File: config.mk
export PLATFORM = sky130hd
export DESIGN_NAME = btbp_entry_store
export DESIGN_NICKNAME = d
export VERILOG_FILES = /design/src/rtl/btbp_pkg.sv /design/src/rtl/btbp_entry_store.sv
export SDC_FILE = /design/constraint.sdc
export NUM_CORES = 2
export LEC_CHECK = 0
export BUFFER_PORTS_ARGS = -buffer_cell sky130_fd_sc_hd__buf_2
export CORE_UTILIZATION = 55
export CTS_BUF_LIST = sky130_fd_sc_hd__clkbuf_16
export DETAILED_ROUTE_END_ITERATION = 7
export PLACE_DENSITY_LB_ADDON = 0.1
export SYNTH_ARGS = -nofsm -noshare
export SYNTH_HDL_FRONTEND = slang
export SYNTH_SLANG_ARGS = --single-unit
File: constraint.sdc
create_clock -name clk -period 15.3 [get_ports clk]
set_input_delay 0 -clock clk [delete_from_list [all_inputs] [get_ports clk]]
set_output_delay 0 -clock clk [all_outputs]
set_load 0.05 [all_outputs]
File: src/rtl/btbp_pkg.sv
// Shared types and constants of the two-level branch predictor.
package btbp_pkg;

    localparam int BTB_ENTRIES = 32;
    localparam int IDX_W       = 5;
    localparam int HIST_MAX    = 8;
    localparam int TAG_MAX     = 25;
    localparam int CTR_SLOTS   = 256;
    localparam int CFG_IDX_W   = 3;
    localparam int CFG_DATA_W  = 5;

    localparam logic [CFG_IDX_W-1:0] CFG_INDEX_BITS   = 3'd0;
    localparam logic [CFG_IDX_W-1:0] CFG_HISTORY_BITS = 3'd1;
    localparam logic [CFG_IDX_W-1:0] CFG_TAG_BITS     = 3'd2;
    localparam logic [CFG_IDX_W-1:0] CFG_INIT_CTR     = 3'd3;
    localparam logic [CFG_IDX_W-1:0] CFG_SHARED_HIST  = 3'd4;
    localparam logic [CFG_IDX_W-1:0] CFG_SHARED_CTR   = 3'd5;
    localparam logic [CFG_IDX_W-1:0] CFG_SHARE_MODE   = 3'd6;

    localparam logic [1:0] SHARE_XOR_LOW  = 2'd1;
    localparam logic [1:0] SHARE_XOR_HIGH = 2'd2;

    localparam logic MODE_PREDICT = 1'b0;
    localparam logic MODE_UPDATE  = 1'b1;

    typedef struct packed {
        logic        mode;
        logic [31:0] pc;
        logic [31:0] actual_target;
        logic        actual_taken;
        logic [31:0] earlier_prediction;
    } item_t;

    typedef struct packed {
        logic        predict_taken;
        logic [31:0] next_pc;
        logic        flushed;
        logic [31:0] branch_count;
        logic [31:0] flush_count;
    } result_t;

    typedef struct packed {
        logic [TAG_MAX-1:0]  tag;
        logic [31:0]         target;
        logic [HIST_MAX-1:0] hist;
    } entry_t;

    typedef struct packed {
        logic             rd;
        logic             we;
        logic [IDX_W-1:0] slot;
        entry_t           data;
    } ent_cmd_t;

    typedef struct packed {
        logic                rd;
        logic                ent_we;
        logic                glb_we;
        logic                glb_clear;
        logic [IDX_W-1:0]    slot;
        logic [HIST_MAX-1:0] ci;
        logic [1:0]          wdata;
    } ctr_cmd_t;

endpackage

File: src/rtl/btbp_entry_store.sv
// Tag, target and local history memory of the branch target buffer.
module btbp_entry_store (
    input  logic                clk,
    input  btbp_pkg::ent_cmd_t  cmd,
    output btbp_pkg::entry_t    q
);

    btbp_pkg::entry_t mem [btbp_pkg::BTB_ENTRIES];

    always_ff @(posedge clk)
    begin
        if (cmd.we)
        begin
            mem[cmd.slot] <= cmd.data;
        end
        if (cmd.rd)
        begin
            q <= mem[cmd.slot];
        end
    end

endmodule

== After elaboration in Yosys (flattened, before gate mapping) ==
Memories as Yosys holds them, arrays and structs flattened. A register that Yosys moved wholly into a read port is not among the register bits.
Cells that the tools add are included.

* Register bits after elaboration: 0
* Memory bits (writable): 2080
* Input port bits: 73
* Output and inout bits: 65
* Word-level logic and storage cells: 3
* Memories: 1

* Mux-type cells: 2

{| class="wikitable"
|+ Memories
! memory !! words !! bits a word !! rd ports !! clocked after Yosys merged registers in !! write ports !! line !! text
|-
| mem || 32 || 65 || 1 || 1 || 1 || btbp_entry_store.sv:8 || <nowiki>btbp_pkg::entry_t mem [btbp_pkg::BTB_ENTRIES];</nowiki>
|}

{| class="wikitable"
|+ Operators with widths
! cell !! count
|-
| $mux W1 || 2
|}

== Longest topological paths before layout ==
Gate-level depths: netlist of run 1.

* Word-level depth: 2
* Depth in mapped cells: 8
* Mapped depth without buffers: 4

== Worst setup path after synthesis of run 1 ==
No wires, ideal clock.

* Path kind: input -> register
* Start point: in cmd[66] (netlist name)
* End point: mem mem[27][0] (netlist name), enable pin
* Setup time: 0.568 ns
* Data arrival time: 5.395 ns
* Required time: 14.732 ns
* Path slack: 9.337 ns
* Cell stages on the path: 6
* Path buffers: 4
* Path through: buf_4 -> buf_6 -> buf_2 -> buf_2 -> nand3_1 -> nor3_1

{| class="wikitable"
|+ RTL lines
! item !! line !! text
|-
| start: declaration || btbp_entry_store.sv:4 || <nowiki>input btbp_pkg::ent_cmd_t cmd,</nowiki>
|-
| end: declaration || btbp_entry_store.sv:8 ||
|}

Straight into the memory's write port.

==> metrics.txt, run 1 <==
TNS Setup=0 ns; CTS tree=yes; met2 WL=103.5 mm; met3 WL post-DR=17.36 mm; sequential area share after synthesis=79.85%; top layer in use=met5; CTS clk-pin slew, worst paths=0.06 ns; Initial Utilization=55.42%; max incr delay on CP=0.96 ns; vias in the first global route=40141; Synth Area in Adders=0%; crit-path cells=dlygate4sd3_1, buf_12, buf_4, buf_12, buf_4, buf_4, buf_4, mux2i_1, o22ai_1, nor4_1, nand2_1; final-stage net count=4553; Clock Skew=0.02595 ns; cells on worst reg2reg path=4; worst-margin pin slew=1.149 ns; WL per Instance=32.53 um; port buffer count=137; Crit. End Element=flip-flop; initial DRC count=4740; Critical Path RT=15.86 ns; Top Ports=138; final slew viol count=0; post-synthesis mux area share=12.90%; GPL Wtd Cong=0.7564; slowest stage cell on the critical path=buf_4; core box area=145600 um2; clk buf depth=3; Worst Setup SP=cmd[66]; Leak Pwr=31.64 nW; Final Setup Violations=0; Final Hold Violating Endpoints=0; min cycle time layout=6.386 ns; Hold WS=0.1968 ns; ANT nets after route=0; max_slew headroom=23.40%; share of layout cells above drive strength 1=12.25%; Root Driver=clkbuf_16; Total Wirelength=213.9 mm; pwr dens=132.3 nW/um2; drt drc=0; worst setup margin=8.914 ns; total grt overflow=0; Place WS=8.917 ns; Detailed Place HPWL=98.90 mm; Cell Area, Synth=80670 um2; Synth Area in XOR/XNOR=0%; initial antenna violation count=15; Highest Clock Rate=0.1566 GHz; largest cells by area after synthesis=edfxtp_1, mux2i_1, o22ai_1; Avg Inst Size Synth=19.22 um2; Worst Hold Path Cells=2; Site Rows=140; syn_nets=4271; number of CTS-inserted buffers=207; P&R area growth vs syn=12.72%; CP Launch Type=input pin; Simple-Gate Fraction of Synth Area=1.768%; YS warnings=0; Die Area=148200 um2; clk_lat worst skew=0.83 ns; Synth Area in Compound Gates=4.033%; Critical Path Most Common Cell=buf_4; final worst path period share=41.74%; H-tree Lvls=4; Worst VDD drop=0.1165 mV; Die H=385.0 um; R2R Setup Slk=13.60 ns; RR Startpoint=mem[22][56]; outcome=finished clean; largest family of logic cells by synthesized area=multiplexers; RR Endpoint=q[56]; DRT met1 WL=87.42 mm; vias per std cell=6.424; post-synthesis cell type count=22; Horiz. Die Dim=385.0 um; RSZ-0062 raised after global routing=no; largest net degree at the start of global routing=139; Max Cap Viol=0; Synth area leader=edfxtp_1; gr usage total=28.78%; Critical Path End=q[30]; DR pass1 iterations=5; hold crit path type=input pin to flip-flop; first-pass GRT wire length=297.5 mm; Syn Inst Count=4198; CP max FO=138; post-synth top area share=79.85%; crit path kind=input pin to flip-flop; vias=42237; FF+latch count, synth=2145; CP arrival=6.95 ns; CTS Sinks=2145
[flip-flops by register name (all words and copies together), names as in the netlist]
name and flops:
mem 2080, q 65
[placed cells by master, fill, tap and decap left out]
cell type	Yosys	routed
or4_4	0	1
mux2i_1	1040	1040
nor2_4	0	28
nor4_1	130	130
clkinvlp_4	0	3
nand4b_1	4	4
or3_1	1	1
inv_6	0	8
dlygate4sd3_1	0	67
clkinv_4	0	2
nand3b_1	4	4
inv_16	0	3
buf_12	0	3
clkinv_2	0	39
buf_4	9	105
or4b_4	1	4
nor2_1	29	1
inv_1	0	46
clkinv_16	0	1
nand4_1	1	1
nand3_1	2	2
diode_2	0	4
buf_2	134	135
nand4bb_4	0	6
o22ai_1	520	520
or3b_2	3	3
clkbuf_16	0	210
bufinv_16	0	15
nand2_1	67	67
clkinv_1	0	56
nor3_2	0	4
edfxtp_1	2145	2145
[final cells by class]
type | count | area [um2]
clock buffers | 210 | 5255
repair buffers | 310 | 2195
multi-input cells | 1816 | 15430
clock inverters | 173 | 1229
flip-flops and latches | 2145 | 64410
fillers | 10117 | 54630
well taps | 1917 | 2399
diodes | 4 | 10.01
[kinds of logic after synthesis]
group | after synthesis
multiplexers | 1040
AND/OR/NAND/NOR | 256
AO/OA/AOI/OAI | 520
flip-flops | 2145
buffers and inverters | 237
[where the power goes]
group / switching (W) / internal, W / total [W]
Combinational: 0.000402 / 0.000169 / 0.000572
Clock: 0.00214 / 0.00274 / 0.00487
Sequential: 0.0000238 / 0.00656 / 0.00659
[critical path: cells and delay by family]
| family | cells | cell delay [ns] |
|---|---|---|
| and+or+nand+nor | 2 | 0.62 |
| buffers and inverters | 7 | 5.37 |
| muxes | 1 | 0.27 |
| AOI/OAI and AO/OA | 1 | 0.11 |
[worst min path at each step]
stage / from / to / slack (ns)
after global placement: cmd[0] / mem[5][0] / 0.49
after CTS: cmd[62] / mem[9][62] / 0.14
final: cmd[0] / mem[26][0] / 0.20
after floorplan: cmd[0] / mem[0][0] / 0.1
after detailed placement: cmd[0] / mem[5][0] / 0.49
after global routing: cmd[57] / mem[10][57] / 0.21
[timing repair]
item | 4_1_cts | 5_1_grt
hold buffers | 67 | 0
hold endpoints to repair | 2110 | 0
setup buffers | 0 | 0
gates resized for setup | 0 | 0
[metal layers]
layer  vias to the layer above  GRT usage [%]
li1                      17796              -
met1                     22218          40.92
met2                      1859          46.57
met3                       354          4.475
met4                        10          7.966
met5                         -              0
[metrics by stage]
step | area [um2] | std cells | utilization [%] | total power [W]
6_report | 90930 | 6575 | 62.47 | 0.01203
5_1_grt | 90920 | 6572 | 62.46 | 0.01234
4_1_cts | 90920 | 6571 | 62.46 | 0.01208
3_5_place_dp | 83770 | 6121 | 57.55 | 0.007263
3_3_place_gp | 83770 | 6121 | 57.55 | 0.007255
2_1_floorplan | 80670 | 4198 | - | 0.007036
[Yosys cell counts]
cell type	count
or4b_1	3
nor4_1	130
or3_1	1
o22ai_1	520
nor2_1	29
or3b_2	3
mux2i_1	1040
buf_6	10
nand2_1	67
or4b_4	1
clkbuf_1	67
nand3b_1	4
buf_4	9
nand4bb_1	6
nand3_1	2
buf_1	17
or4_1	1
nand4_1	1
nand4b_1	4
buf_2	134
nor3_1	4
edfxtp_1	2145
Power figures use the tool's default switching activity.
==> inputs of run 2 (changes only) <==
- ABC_AREA: not set -> 1
- clock period: 15.3 -> 5.7 ns (I/O delays scaled with it)
==> metrics.txt, run 2 <==
CP Launch Type=input pin (unchanged); GPL Wtd Cong=0.7870 (was 0.7564); DR pass1 iterations=6 (was 5); setup bufs post-CTS=0 (unchanged); Syn Inst Count=8259 (was 4198); Worst VDD drop=0.3235 mV (was 0.1165 mV); number of CTS-inserted buffers=211 (was 207); cell depth of the worst setup path=12 (was 11); Die Area=160900 um2 (was 148200 um2); Max Cap Viol=0 (unchanged); ys flop type=edfxtp_1 (unchanged); syn_nets=8332 (was 4271); Initial Utilization=55.37% (was 55.42%); top layer in use=met5 (unchanged); Horiz. Die Dim=401.1 um (was 385.0 um); Die H=401.1 um (was 385.0 um); Critical Path RT=6.35 ns (was 15.86 ns); initial antenna violation count=11 (was 15); commonest non-fill, non-tap cell in the layout=nand2_1 (was edfxtp_1); power share of the clock group=40.2% (was 40.5%); P&R area growth vs syn=11.76% (was 12.72%); vias=57924 (was 42237); RR Endpoint=q[56] (unchanged); post-synthesis cell type count=11 (was 22); vias per std cell=5.441 (was 6.424); CP arrival=3.84 ns (was 6.95 ns); Leak Pwr=40.76 nW (was 31.64 nW); Worst Hold Path Cells=7 (was 2); core box area=158200 um2 (was 145600 um2); Avg Inst Size Synth=10.61 um2 (was 19.22 um2); worst-margin pin slew=1.309 ns (was 1.149 ns); H-tree Lvls=4 (unchanged); RSZ-0062 raised after global routing=no (unchanged); Int Power=0.02537 W (was 0.009467 W); Reg with most FFs=mem (unchanged); most frequent cells in the layout=nand2_1, edfxtp_1, clkbuf_16 (was edfxtp_1, mux2i_1, o22ai_1); min cycle time layout=3.182 ns; Top Registers=mem: 2080 flops, q: 65 flops (unchanged); Logic pwr share=6.0% (was 4.8%); TNS Setup=0 ns (unchanged); Critical Path Most Common Cell=nand2_1 (was buf_4); Place WS=1.781 ns (was 8.917 ns); vias in the first global route=54618 (was 40141); Final Setup Violations=0 (unchanged); CTS tree=yes (unchanged); clk_lat worst skew=0.86 ns (was 0.83 ns); Clock Skew=0.03364 ns (was 0.02595 ns); gr usage total=29.46% (was 28.78%); Total Wirelength=237.6 mm (was 213.9 mm); Largest register FFs=2080 (unchanged); Async S/R FF share, synth=0% (unchanged); hold crit path type=input pin to flip-flop (unchanged); met3 WL post-DR=20.12 mm (was 17.36 mm); Top Ports=138 (unchanged); largest net degree at the start of global routing=215 (was 139); DRT met1 WL=98.24 mm (was 87.42 mm); Synth area leader=edfxtp_1 (unchanged); crit path kind=input pin to flip-flop (unchanged); ANT nets after route=0 (unchanged); post-synth top area share=73.54% (was 79.85%); WL per Instance=22.32 um (was 32.53 um); R2R Setup Slk=4.26 ns (was 13.60 ns); crit-path cells=buf_8, inv_8, buf_12, buf_4, nand2_1, nand2_1, nand2_1, nand2_1, nand2_1, nand2_1, nor2_1, nand2_1 (was dlygate4sd3_1, buf_12, buf_4, buf_12, buf_4, buf_4, buf_4, mux2i_1, o22ai_1, nor4_1, nand2_1); initial DRC count=6719 (was 4740); max incr delay on CP=0.89 ns (was 0.96 ns); Crit. End Element=flip-flop (unchanged); Detailed Place HPWL=110.8 mm (was 98.90 mm); Worst Setup SP=cmd[65] (was cmd[66]); pwr dens=335.3 nW/um2 (was 132.3 nW/um2); CP bufs+invs=4 (was 7); final worst path period share=55.82%; Hold Buf Count CTS=68 (was 67); register share of total power=53.8% (was 54.7%); Post-synth EDFFs=2145 (unchanged); outcome=finished clean (unchanged); clk buf depth=3 (unchanged); share of layout cells above drive strength 1=6.758% (was 12.25%); final-stage net count=8469 (was 4553); CP max FO=199 (was 138); largest cells by area after synthesis=edfxtp_1, nand2_1, buf_2 (was edfxtp_1, mux2i_1, o22ai_1); port buffer count=137 (unchanged); top cell family by delay on the critical path=buffers and inverters (unchanged); Final Hold Violating Endpoints=0 (unchanged); YS warnings=0 (unchanged); CTS Sinks=2145 (unchanged); first-pass GRT wire length=349.1 mm (was 297.5 mm); post-route insts no fill=10646 (was 6575); total grt overflow=0 (unchanged); Root Driver=clkbuf_16 (unchanged); total power draw=0.03283 W (was 0.01203 W); Cell Area, Synth=87590 um2 (was 80670 um2); count leader, synth=nand2_1 (was edfxtp_1); max_slew headroom=12.71% (was 23.40%); sequential area share after synthesis=73.54% (was 79.85%); Highest Clock Rate=0.3143 GHz; final slew viol count=0 (unchanged); worst setup margin=2.518 ns (was 8.914 ns); Critical Path End=q[10] (was q[30]); Site Rows=146 (was 140); Post-CTS Resized=0 (unchanged); drt drc=0 (unchanged); cells on worst reg2reg path=8 (was 4); slowest stage cell on the critical path=buf_4 (unchanged); FF+latch count, synth=2145 (unchanged); met2 WL=111.2 mm (was 103.5 mm); Sw Share=22.72% (was 21.30%); Commonest cells post-synth=nand2_1, edfxtp_1, clkbuf_1, nor2_1, buf_2 (was edfxtp_1, mux2i_1, o22ai_1, buf_2, nor4_1); placed cells=10187 (was 6121); RR Startpoint=mem[2][56] (was mem[22][56]); CTS clk-pin slew, worst paths=0.06 ns (about the same); Net Sw Power=0.007457 W (was 0.002563 W)
[run 2: power by group through the flow]
stage / clock network [W] / logic (W) / registers (W)
6_report: 0.0132 / 0.00197 / 0.0177
5_1_grt: 0.0139 / 0.00217 / 0.0177
4_1_cts: 0.0133 / 0.00197 / 0.0177
3_5_place_dp: 0 / 0.00192 / 0.0180
3_3_place_gp: 0 / 0.00190 / 0.0180
2_1_floorplan: 0 / 0.00102 / 0.0182
[run 2: cells by family (layout without fill, tap and decap cells)]
family,Yosys count,after routing,share of synthesized area [%]
simple gates,5699,5699,24.44
flops,2145,2145,73.54
buf+inv,415,724,2.021
other cells,0,6,0
[run 2: per-stage QoR]
step | area, um2 | util (%) | hold WS [ns]
after detailed placement | 90660 | 57.31 | 0.5057
after floorplan | 87590 | - | 0.09887
after global placement | 90660 | 57.31 | 0.5004
after global routing | 97890 | 61.88 | 0.07151
final | 97890 | 61.88 | 0.08883
after CTS | 97880 | 61.87 | 0.009968
[run 2: layer usage]
metal,vias up,GRT usage [%]
met1,27990,41.22
met2,2409,46.81
met5,-,0
li1,27095,-
met3,422,4.963
met4,8,10.80
[run 2: worst min path at each step]
stage | startpoint | endpoint | slack, ns
after global placement | cmd[8] | mem[7][8] | 0.50
after global routing | cmd[68] | mem[19][1] | 0.07
after floorplan | cmd[0] | mem[0][0] | 0.1
after CTS | cmd[68] | mem[19][1] | 0.01
after detailed placement | cmd[17] | mem[28][17] | 0.51
final | cmd[66] | q[63] | 0.09
[run 2: area by class of cell]
| class | count | area, um2 |
|---|---|---|
| sequential | 2145 | 64410 |
| fill | 12555 | 60310 |
| tap | 2072 | 2592 |
| timing repair buffer | 326 | 2585 |
| clock buffer | 213 | 5330 |
| clock inverter | 172 | 1205 |
| inverter | 13 | 63.81 |
| antenna | 6 | 15.01 |
| multi-input combinational | 5699 | 21690 |
[run 2: tightest hold or removal path, delay by kind of cell]
family / cells / cell delay, ns
buf+inv: 1 / 0.29
simple gates: 6 / 0.47
